**config.mk**
```make
export PLATFORM = sky130hd
export DESIGN_NAME = phantom_harmonic_generator
export DESIGN_NICKNAME = d
export VERILOG_FILES = /design/src/hw/rtl/phg_pkg.sv /design/src/hw/rtl/phantom_harmonic_generator.sv /design/src/hw/rtl/phg_octave_unit.sv
export VERILOG_INCLUDE_DIRS = /design/src /design/src/hw/rtl
export SDC_FILE = /design/constraint.sdc
export NUM_CORES = 2
export LEC_CHECK = 0
export ABC_AREA = 1
export ABC_CLOCK_PERIOD_IN_PS = 8400
export BUFFER_PORTS_ARGS = -buffer_cell sky130_fd_sc_hd__buf_2
export CAP_MARGIN = 25
export CORE_MARGIN = 1.5
export CORE_UTILIZATION = 30
export CTS_BUF_LIST = sky130_fd_sc_hd__clkbuf_4 sky130_fd_sc_hd__clkbuf_8
export CTS_CLUSTER_SIZE = 8
export DETAILED_ROUTE_END_ITERATION = 10
export MAX_ROUTING_LAYER = met4
export PLACE_DENSITY = 0.47
export RECOVER_POWER = 25
export SETUP_SLACK_MARGIN = 0.4
export SLEW_MARGIN = 20
export SYNTH_ARGS = -nofsm -noshare
export SYNTH_HDL_FRONTEND = slang
export SYNTH_HIERARCHICAL = 1
export SYNTH_SLANG_ARGS = --single-unit
```
**constraint.sdc**
```tcl
create_clock -name clock -period 8.4 [get_ports clock]
set_clock_uncertainty 0.15 [all_clocks]
set_input_delay 1.68 -clock clock [delete_from_list [all_inputs] [get_ports clock]]
set_output_delay 1.68 -clock clock [all_outputs]
set_load 0.1 [all_outputs]
```
**src/hw/rtl/phantom_harmonic_generator_macros.svh**
```systemverilog
// assertion macros shared by the phantom harmonic generator rtl
`ifndef PHANTOM_HARMONIC_GENERATOR_MACROS_SVH
`define PHANTOM_HARMONIC_GENERATOR_MACROS_SVH

// same-cycle implication, checked on every rising clock edge outside reset
`define PHG_ASSERT_SAME(label, clk, rst, ante, cons) \
   label: assert property (@(posedge clk) disable iff (rst) (ante) |-> (cons)) \
      else $error("phg: same-cycle check failed");

// next-cycle implication
`define PHG_ASSERT_NEXT(label, clk, rst, ante, cons) \
   label: assert property (@(posedge clk) disable iff (rst) (ante) |=> (cons)) \
      else $error("phg: next-cycle check failed");

`endif

```
**src/hw/rtl/phg_pkg.sv**
```systemverilog
// types, widths and constants of the phantom harmonic generator
package phg_pkg;

   localparam int NUM_HARMONICS = 10;

   localparam int SRC_W      = 17;
   localparam int AMP_W      = 16;
   localparam int LIMIT_W    = 16;
   localparam int DECAY_W    = 14;
   localparam int MAXF_W     = 17;
   localparam int OUT_FREQ_W = 21;
   localparam int IDX_W      = 4;
   localparam int CSR_W      = 17;
   localparam int CSR_IDX_W  = 2;

   localparam int STEP_W     = SRC_W + 1;
   localparam int FREQ_W     = SRC_W + $clog2(2 * NUM_HARMONICS + 3);
   localparam int FREQ_CMP_W = (FREQ_W > OUT_FREQ_W) ? FREQ_W : OUT_FREQ_W;
   localparam int K_W        = (NUM_HARMONICS > 1) ? $clog2(NUM_HARMONICS) : 1;
   localparam int WAMP_W     = AMP_W + 1;

   localparam int MAX_HALVINGS = 18;
   localparam int HALV_W       = $clog2(MAX_HALVINGS + 1);
   localparam int LIM_SH_W     = LIMIT_W + MAX_HALVINGS;

   localparam int RATIO_FRAC = 30;
   localparam int LOG_FRAC   = 16;
   localparam int X_W        = RATIO_FRAC + 1;
   localparam int PROD_W     = 2 * X_W;
   localparam int CNT_W      = $clog2(RATIO_FRAC);

   localparam logic [OUT_FREQ_W-1:0] FREQ_OUT_MAX = '1;
   localparam logic signed [WAMP_W-1:0] AMP_MIN = -WAMP_W'(32768);

   localparam logic [LIMIT_W-1:0] PHANTOM_LIMIT_RESET   = LIMIT_W'(5120);
   localparam logic [DECAY_W-1:0] DECAY_DB_RESET        = DECAY_W'(6144);
   localparam logic [MAXF_W-1:0]  MAX_SOURCE_FREQ_RESET = MAXF_W'(64000);

   localparam logic [CSR_IDX_W-1:0] CSR_PHANTOM_LIMIT   = 2'd0;
   localparam logic [CSR_IDX_W-1:0] CSR_DECAY_DB        = 2'd1;
   localparam logic [CSR_IDX_W-1:0] CSR_MAX_SOURCE_FREQ = 2'd2;

   typedef enum logic [1:0] {
      ST_IDLE,
      ST_HALVE,
      ST_EMIT,
      ST_OCTAVE
   } top_state_type;

   typedef enum logic [1:0] {
      OU_IDLE,
      OU_DIV,
      OU_SQUARE,
      OU_SCALE
   } oct_state_type;

   typedef struct packed {
      logic              start;
      logic [FREQ_W-1:0] freq;
      logic [STEP_W-1:0] step;
   } oct_cmd_type;

   typedef struct packed {
      logic               done;
      logic [DECAY_W-1:0] dec;
   } oct_status_type;

endpackage

```
**src/hw/rtl/phantom_harmonic_generator.sv**
```systemverilog
// Phantom harmonic generator: takes the lowest partial of a frame and emits a run of
// NUM_HARMONICS partials at source + (k+1)*step, each lowered by decay_db times its octave
// distance from the one before. Beats with no partial, a zero frequency or a frequency
// above max_source_freq are accepted and give nothing. An accepted partial first finds the
// step (one halving compare per cycle), then for each harmonic but the last runs a bit-serial
// divide for the frequency ratio, repeated squaring for its log2 and a scaling step on the
// shared multiplier. The block takes a new beat only when the previous run is finished; the
// last result may still wait in the output register. Configuration writes take effect at
// once and belong in idle periods.
`include "phantom_harmonic_generator_macros.svh"

module phantom_harmonic_generator (
   input  logic                                 clock,
   input  logic                                 reset,
   input  logic                                 req_valid,
   output logic                                 req_ready,
   input  logic                                 req_valid_req,
   input  logic [phg_pkg::SRC_W-1:0]            req_source_freq,
   input  logic signed [phg_pkg::AMP_W-1:0]     req_source_amp_db,
   output logic                                 rsp_valid,
   input  logic                                 rsp_ready,
   output logic [phg_pkg::OUT_FREQ_W-1:0]       rsp_harmonic_freq,
   output logic signed [phg_pkg::AMP_W-1:0]     rsp_harmonic_amp_db,
   output logic [phg_pkg::IDX_W-1:0]            rsp_harmonic_index,
   output logic                                 rsp_last,
   input  logic                                 csr_we,
   input  logic [phg_pkg::CSR_IDX_W-1:0]        csr_index,
   input  logic [phg_pkg::CSR_W-1:0]            csr_wdata
);
   import phg_pkg::*;

   logic [LIMIT_W-1:0]        limit_ff;
   logic [DECAY_W-1:0]        decay_ff;
   logic [MAXF_W-1:0]         maxf_ff;

   top_state_type             state_ff, state_in;
   logic [SRC_W-1:0]          src_ff, src_in;
   logic [LIM_SH_W-1:0]       lim_sh_ff, lim_sh_in;
   logic [HALV_W-1:0]         halv_ff, halv_in;
   logic [STEP_W-1:0]         step_ff, step_in;
   logic [FREQ_W-1:0]         freq_ff, freq_in;
   logic signed [WAMP_W-1:0]  amp_ff, amp_in;
   logic [K_W-1:0]            k_ff, k_in;

   logic                      rsp_valid_ff, rsp_valid_in;
   logic [OUT_FREQ_W-1:0]     rsp_freq_ff, rsp_freq_in;
   logic signed [AMP_W-1:0]   rsp_amp_ff, rsp_amp_in;
   logic [IDX_W-1:0]          rsp_index_ff, rsp_index_in;
   logic                      rsp_last_ff, rsp_last_in;

   logic                      req_fire;
   logic                      rsp_load;
   logic                      is_last;
   logic signed [WAMP_W-1:0]  amp_diff;
   oct_cmd_type               oct_cmd;
   oct_status_type            oct_status;

   phg_octave_unit u_octave (
      .clock  (clock),
      .reset  (reset),
      .cmd    (oct_cmd),
      .decay  (decay_ff),
      .status (oct_status)
   );

   // configuration registers, only the stated width of each is kept
   always_ff @(posedge clock) begin
      if (reset) begin
         limit_ff <= PHANTOM_LIMIT_RESET;
         decay_ff <= DECAY_DB_RESET;
         maxf_ff  <= MAX_SOURCE_FREQ_RESET;
      end else if (csr_we) begin
         unique case (csr_index)
            CSR_PHANTOM_LIMIT:   limit_ff <= csr_wdata[LIMIT_W-1:0];
            CSR_DECAY_DB:        decay_ff <= csr_wdata[DECAY_W-1:0];
            CSR_MAX_SOURCE_FREQ: maxf_ff  <= csr_wdata[MAXF_W-1:0];
            default: begin
            end
         endcase
      end
   end

   assign req_ready = (state_ff == ST_IDLE);
   assign req_fire  = req_valid && req_ready;
   assign is_last   = (k_ff == K_W'(NUM_HARMONICS - 1));
   assign rsp_load  = (state_ff == ST_EMIT) && (!rsp_valid_ff || rsp_ready);
   assign amp_diff  = amp_ff - $signed(WAMP_W'(oct_status.dec));

   assign oct_cmd.start = rsp_load && !is_last;
   assign oct_cmd.freq  = freq_ff;
   assign oct_cmd.step  = step_ff;

   always_comb begin
      state_in     = state_ff;
      src_in       = src_ff;
      lim_sh_in    = lim_sh_ff;
      halv_in      = halv_ff;
      step_in      = step_ff;
      freq_in      = freq_ff;
      amp_in       = amp_ff;
      k_in         = k_ff;
      rsp_freq_in  = rsp_freq_ff;
      rsp_amp_in   = rsp_amp_ff;
      rsp_index_in = rsp_index_ff;
      rsp_last_in  = rsp_last_ff;
      rsp_valid_in = rsp_valid_ff && !rsp_ready;
      unique case (state_ff)
         ST_IDLE: begin
            if (req_fire && req_valid_req && (req_source_freq != '0) &&
                (MAXF_W'(req_source_freq) <= maxf_ff)) begin
               src_in    = req_source_freq;
               amp_in    = WAMP_W'(req_source_amp_db);
               lim_sh_in = LIM_SH_W'(limit_ff);
               halv_in   = '0;
               step_in   = {req_source_freq, 1'b0};
               state_in  = ST_HALVE;
            end
         end
         ST_HALVE: begin
            // each halving doubles the ceiling and halves twice the source
            if ((halv_ff < HALV_W'(MAX_HALVINGS)) && (LIM_SH_W'(src_ff) > lim_sh_ff)) begin
               halv_in   = halv_ff + HALV_W'(1);
               lim_sh_in = lim_sh_ff << 1;
               step_in   = step_ff >> 1;
            end else begin
               freq_in  = FREQ_W'(src_ff) + FREQ_W'(step_ff);
               k_in     = '0;
               state_in = ST_EMIT;
            end
         end
         ST_EMIT: begin
            if (rsp_load) begin
               rsp_valid_in = 1'b1;
               rsp_freq_in  = (FREQ_CMP_W'(freq_ff) > FREQ_CMP_W'(FREQ_OUT_MAX)) ?
                              FREQ_OUT_MAX : OUT_FREQ_W'(freq_ff);
               rsp_amp_in   = amp_ff[AMP_W-1:0];
               rsp_index_in = IDX_W'(k_ff);
               rsp_last_in  = is_last;
               state_in     = is_last ? ST_IDLE : ST_OCTAVE;
            end
         end
         ST_OCTAVE: begin
            if (oct_status.done) begin
               amp_in   = (amp_diff < AMP_MIN) ? AMP_MIN : amp_diff;
               freq_in  = freq_ff + FREQ_W'(step_ff);
               k_in     = k_ff + K_W'(1);
               state_in = ST_EMIT;
            end
         end
         default: begin
            state_in = ST_IDLE;
         end
      endcase
   end

   always_ff @(posedge clock) begin
      if (reset) begin
         state_ff     <= ST_IDLE;
         rsp_valid_ff <= 1'b0;
      end else begin
         state_ff     <= state_in;
         rsp_valid_ff <= rsp_valid_in;
      end
   end

   always_ff @(posedge clock) begin
      src_ff       <= src_in;
      lim_sh_ff    <= lim_sh_in;
      halv_ff      <= halv_in;
      step_ff      <= step_in;
      freq_ff      <= freq_in;
      amp_ff       <= amp_in;
      k_ff         <= k_in;
      rsp_freq_ff  <= rsp_freq_in;
      rsp_amp_ff   <= rsp_amp_in;
      rsp_index_ff <= rsp_index_in;
      rsp_last_ff  <= rsp_last_in;
   end

   assign rsp_valid           = rsp_valid_ff;
   assign rsp_harmonic_freq   = rsp_freq_ff;
   assign rsp_harmonic_amp_db = rsp_amp_ff;
   assign rsp_harmonic_index  = rsp_index_ff;
   assign rsp_last            = rsp_last_ff;

   `PHG_ASSERT_SAME(a_done_only_when_waiting, clock, reset, oct_status.done, state_ff == ST_OCTAVE)
   `PHG_ASSERT_SAME(a_last_beat_index, clock, reset, rsp_valid_ff && rsp_last_ff, rsp_index_ff == IDX_W'(NUM_HARMONICS - 1))

endmodule

```
**src/hw/rtl/phg_octave_unit.sv**
```systemverilog
// octave loss unit: bit-serial ratio divide, log2 by squaring, scale by decay
`include "phantom_harmonic_generator_macros.svh"

module phg_octave_unit (
   input  logic                         clock,
   input  logic                         reset,
   input  phg_pkg::oct_cmd_type         cmd,
   input  logic [phg_pkg::DECAY_W-1:0]  decay,
   output phg_pkg::oct_status_type      status
);
   import phg_pkg::*;

   oct_state_type       state_ff, state_in;
   logic [FREQ_W-1:0]   den_ff, den_in;
   logic [FREQ_W-1:0]   rem_ff, rem_in;
   logic [X_W-1:0]      quo_ff, quo_in;
   logic [CNT_W-1:0]    cnt_ff, cnt_in;
   logic [LOG_FRAC-1:0] res_ff, res_in;
   logic [DECAY_W-1:0]  dec_ff, dec_in;
   logic                done_ff, done_in;

   logic [FREQ_W:0]     rem_dbl;
   logic [FREQ_W:0]     rem_sub;
   logic                div_bit;
   logic [X_W-1:0]      mul_a, mul_b;
   logic [PROD_W-1:0]   prod;
   logic [PROD_W-1:0]   prod_rnd;

   // the one multiplier, shared by the squaring loop and the decay scaling
   always_comb begin
      unique case (state_ff)
         OU_SQUARE: begin
            mul_a = quo_ff;
            mul_b = quo_ff;
         end
         OU_SCALE: begin
            mul_a = X_W'(decay);
            mul_b = X_W'(res_ff);
         end
         default: begin
            mul_a = '0;
            mul_b = '0;
         end
      endcase
   end

   assign prod     = PROD_W'(mul_a) * PROD_W'(mul_b);
   assign prod_rnd = prod + (PROD_W'(1) << (LOG_FRAC - 1));
   assign rem_dbl  = {rem_ff, 1'b0};
   assign rem_sub  = rem_dbl - {1'b0, den_ff};
   assign div_bit  = (rem_dbl >= {1'b0, den_ff});

   always_comb begin
      state_in = state_ff;
      den_in   = den_ff;
      rem_in   = rem_ff;
      quo_in   = quo_ff;
      cnt_in   = cnt_ff;
      res_in   = res_ff;
      dec_in   = dec_ff;
      done_in  = 1'b0;
      unique case (state_ff)
         OU_IDLE: begin
            if (cmd.start) begin
               // ratio is (freq+step)/freq; its integer bit is always one
               den_in   = cmd.freq;
               rem_in   = FREQ_W'(cmd.step);
               quo_in   = X_W'(1);
               cnt_in   = '0;
               state_in = OU_DIV;
            end
         end
         OU_DIV: begin
            rem_in = div_bit ? rem_sub[FREQ_W-1:0] : rem_dbl[FREQ_W-1:0];
            quo_in = {quo_ff[X_W-2:0], div_bit};
            if (cnt_ff == CNT_W'(RATIO_FRAC - 1)) begin
               cnt_in   = '0;
               res_in   = '0;
               state_in = OU_SQUARE;
            end else begin
               cnt_in = cnt_ff + CNT_W'(1);
            end
         end
         OU_SQUARE: begin
            // square reaching two gives a one bit and a halving
            quo_in = prod[PROD_W-1] ? prod[PROD_W-1 -: X_W] : prod[PROD_W-2 -: X_W];
            res_in = {res_ff[LOG_FRAC-2:0], prod[PROD_W-1]};
            if (cnt_ff == CNT_W'(LOG_FRAC - 1)) begin
               cnt_in   = '0;
               state_in = OU_SCALE;
            end else begin
               cnt_in = cnt_ff + CNT_W'(1);
            end
         end
         OU_SCALE: begin
            dec_in   = prod_rnd[LOG_FRAC +: DECAY_W];
            done_in  = 1'b1;
            state_in = OU_IDLE;
         end
         default: begin
            state_in = OU_IDLE;
         end
      endcase
   end

   always_ff @(posedge clock) begin
      if (reset) begin
         state_ff <= OU_IDLE;
         done_ff  <= 1'b0;
      end else begin
         state_ff <= state_in;
         done_ff  <= done_in;
      end
   end

   always_ff @(posedge clock) begin
      den_ff <= den_in;
      rem_ff <= rem_in;
      quo_ff <= quo_in;
      cnt_ff <= cnt_in;
      res_ff <= res_in;
      dec_ff <= dec_in;
   end

   assign status.done = done_ff;
   assign status.dec  = dec_ff;

   `PHG_ASSERT_NEXT(a_start_begins_divide, clock, reset, cmd.start, state_ff == OU_DIV)
   `PHG_ASSERT_SAME(a_loss_within_decay, clock, reset, done_ff, dec_ff <= decay)

endmodule

```
==> impl_metrics.sql <==
INSERT INTO impl_metrics (metric_group, metric, value, unit) VALUES
('synthesis', 'synth.cell_area', '0.0487', 'mm2'),
('final_layout', 'num-nets-final', '7636', ''),
('floorplan', 'initial_core_util', '0.303', ''),
('detailed_routing', 'drt-total-wl', '178000', 'um'),
('flow_run', 'max-cap-violations', '1', ''),
('global_route', 'grt_pass1_wl', '268000', 'um'),
('final_layout', 'final_layout_size_suffix_gt1_frac', '0.161', ''),
('synthesis', 'most_frequent_cell_after_synthesis', 'nand2_1', ''),
('cts', 'ctsRootBufferMaster', 'clkbuf_8', ''),
('synthesis', 'ys_types', '57', ''),
('synthesis', 'number_of_enable_type_register_cells_in_the_synthesized_netlist', '269', ''),
('status', 'violations', 'max-capacitance violations, max-slew violations', ''),
('cts', 'cts-hold-fix-buffers', '0', ''),
('synthesis', 'synth_area_per_cell', '8.15', 'um2'),
('synthesis', 'synth_seq_cells', '322', ''),
('global_route', 'overflow', '0', ''),
('synthesis', 'post_synth_top_cells', '1319 x nand2_1, 1312 x inv_1, 809 x fa_1, 724 x nor2_1, 369 x ha_1', ''),
('critical_path', 'cell_with_the_biggest_individual_delay_on_the_critical_path', 'fa_2', ''),
('hold_path', 'hold_path_class', 'reg -> reg', ''),
('sta', 'hold_violations', '0', ''),
('global_route', 'maximum_number_of_pins_on_one_net_before_global_route_repair', '58', ''),
('detailed_routing', 'avgViaCountPerCell', '4.71', ''),
('final_layout', 'filler_cell_count', '17000', ''),
('sta', 'final-max-slew-violation-count', '58', ''),
('floorplan', 'fp.dieArea', '0.165', 'mm2'),
('critical_path', 'worst-endpoint-arrival', '8410', 'ps'),
('detailed_routing', 'avg_wl_per_cell', '20.7', 'um'),
('sta', 'post-route-period-util', '0.962', ''),
('synthesis', 'yosysSeqAreaShare', '0.188', ''),
('global_route', 'first_global_vias', '42300', ''),
('place', 'port_buffers', '101', ''),
('detailed_routing', 'first_iter_violations', '2796', ''),
('sta', 'worst_slew_margin_rel', '-0.600', ''),
('synthesis', 'synth_cells', '5969', ''),
('final_layout', 'area_taken_by_flip_flops_and_latches', '0.00914', 'mm2'),
('place', 'gpl.final_weighted_congestion', '0.977', ''),
('final_layout', 'fin_area', '0.0583', 'mm2'),
('cts', 'cts_num_sinks', '322', ''),
('final_layout', 'multi_input_comb_area', '0.0353', 'mm2'),
('synthesis', 'yosys_warnings', '6', ''),
('detailed_routing', 'detail_route.drc_violations', '0', ''),
('floorplan', 'core.rowCount', '147', ''),
('detailed_routing', 'drtPass1Iterations', '6', ''),
('status', 'status', 'finished, violations left', ''),
('critical_path', 'timing.critical_path.fanout_max', '10', ''),
('place', 'dpl_cell_area', '0.0545', 'mm2'),
('sta', 'worst_case_hold_slack', '296', 'ps'),
('cts', 'cts_max_path_buffers', '3', ''),
('synthesis', 'synth.top_cell.area_share', '0.333', ''),
('critical_path', 'startpoint_type', 'register', ''),
('synthesis', 'async_flop_share', '0', ''),
('floorplan', 'die_height', '406', 'um'),
('sta', 'worst_slew_pin_slew', '2400', 'ps'),
('critical_path', 'worst_ep_required_time', '8730', 'ps'),
('synthesis', 'yosysTopAreaCell', 'fa_1', ''),
('floorplan', 'dieWidth', '406', 'um'),
('cts', 'tritoncts_clock_tree', 'done', ''),
('sta', 'setup_repair_after_global_routing_missed_its_margin', 'yes', ''),
('cts', 'cts.clk_slew.worst_paths', '60', 'ps'),
('final_layout', 'flow.area_growth_from_synthesis', '19.9', '%'),
('detailed_routing', 'vias', '40600', ''),
('sta', 'finalCriticalPeriod', '8080', 'ps'),
('synthesis', 'ys_top_cells_by_area', 'fa_1 33%, edfxtp_1 17%, nand2_1 10%, inv_1 10%, ha_1 9.5%', ''),
('global_route', 'initial_antenna_violation_count', '5', ''),
('power', 'worst_vdd_ir', '0.161', 'mV'),
('critical_path', 'cp_slowest_stage_delay', '600', 'ps'),
('cts', 'cts_max_level', '2', ''),
('cts', 'clock_insertion_delay_worst_skew', '750', 'ps'),
('synthesis', 'ys.flop_type', 'edfxtp_1', ''),
('synthesis', 'synth.net_count', '7205', ''),
('critical_path', 'timing.setup.critical_path_class', 'reg -> reg', ''),
('sta', 'finalSetupViolCount', '0', ''),
('detailed_routing', 'drtAntennaViolNets', '0', ''),
('global_route', 'grt_util_all_layers', '0.225', ''),
('sta', 'max_clock_freq', '124', 'MHz'),
('power', 'power.leakage', '28.9', 'nW'),
('cts', 'cts_buffers', '60', ''),
('floorplan', 'placeableCoreArea', '0.161', 'mm2'),
('power', 'powerDensity', '250', 'mW/mm2'),
('place', 'dp_hpwl', '148000', 'um'),
('critical_path', 'setup.worst_path.end_class', 'register', ''),
('floorplan', 'num_io_pins', '102', '');
## path summary, 6_finish.rpt
check | from | endpoint | slack [ps] | cells after the start
max | u_octave/state_ff[0] | u_octave/quo_ff[20] | 320 | 36
min | amp_ff[0] | rsp_harmonic_amp_db[0] | 300 | 0
max reg2reg | u_octave/state_ff[0] | u_octave/quo_ff[20] | 320 | 36
min reg2reg | amp_ff[0] | rsp_harmonic_amp_db[0] | 300 | 0
## critical path, delay by kind of cell, from the launching register on
family / cells / cell delay [ps]
adder cells (fa/ha/maj): 10 / 4590
buffers and inverters: 13 / 1410
AO/OA/AOI/OAI: 3 / 350
AND/OR/NAND/NOR: 10 / 960
flip-flops: 1 / 320
## per-layer routing
layer,GRT usage,vias up,wire [um]
li1,-,18900,-
met1,0.302,20200,80600
met2,0.355,1164,81000
met3,0.0226,271,9450
met4,0.0744,0,7020
met5,-,-,0
## cells by family after synthesis
kind of cell	share of synthesized area
DFF	0.188
buffers and inverters	0.118
AOI/OAI and AO/OA	0.0595
adders and majority gates	0.428
muxes	0.000206
xor gates and xnor gates	0.0131
and+or+nand+nor	0.194
## flip-flops by register name (all words and copies together) (netlist names), 2 cells and up
signal,cells
halv_ff,5
u_octave/quo_ff,31
u_octave/den_ff,22
k_ff,4
u_octave/cnt_ff,5
amp_ff,17
limit_ff,16
lim_sh_ff,34
maxf_ff,17
u_octave/rem_ff,22
step_ff,18
src_ff,17
freq_ff,22
state_ff,2
rsp_harmonic_freq,21
u_octave/dec_ff,14
rsp_harmonic_amp_db,16
u_octave/res_ff,16
u_octave/state_ff,2
decay_ff,14
rsp_harmonic_index,4
## timing repair
action,4_1_cts,5_1_grt
gates cloned,6,2
buffers inserted,36,17
gates resized for setup,297,228
endpoints found under the setup margin,43,44
pin swaps,43,54
## where the power goes
part | switching, mW | total, mW | leakage (nW) | internal (mW)
clock network | 0.767 | 1.70 | 0.689 | 0.937
logic | 6.59 | 10.3 | 25.3 | 3.70
registers | 0.336 | 2.60 | 2.94 | 2.27
## area by class of cell
class                      instances  area share
multi-input combinational       4129       0.606
clock buffer                      81      0.0178
antenna                            4    0.000172
timing repair buffer             549      0.0812
inverter                        1338      0.0873
clock inverter                    29     0.00489
sequential                       322       0.157
tap                             2160      0.0463
## stage by stage
step / std cells / worst slack, ps / util / setup TNS (ps) / power, mW
after floorplan: 5969 / 410 / - / 0 / 7.68
after global placement: 8434 / -204 / 0.339 / -4200 / 11.8
after CTS: 8587 / 332 / 0.357 / 0 / 14.2
after global routing: 8611 / 46.5 / 0.363 / 0 / 15.5
final: 8612 / 323 / 0.363 / 0 / 14.6
after detailed placement: 8435 / -236 / 0.339 / -4440 / 11.8
## layout by cell type (no fill, tap or decap), types with 23 or more instances in the layout
cell type and n:
inv_1 1284, nand2_1 1232, fa_1 779, nor2_1 640, buf_4 346, ha_1 337
edfxtp_1 269, a21oi_1 203, o21ai_0 168, nand3_1 144, buf_2 83, nor2_2 74
nand2_2 74, clkbuf_8 69, dfxtp_1 52, buf_12 45, buf_6 34, a21oi_2 33
xnor2_1 32, nand3b_1 31, xor2_1 30, fa_2 30, o21ai_1 29, ha_4 28
nand2_4 25, nand4_1 24, nor2_4 23
Note: power is estimated with default switching activity, not from simulation.
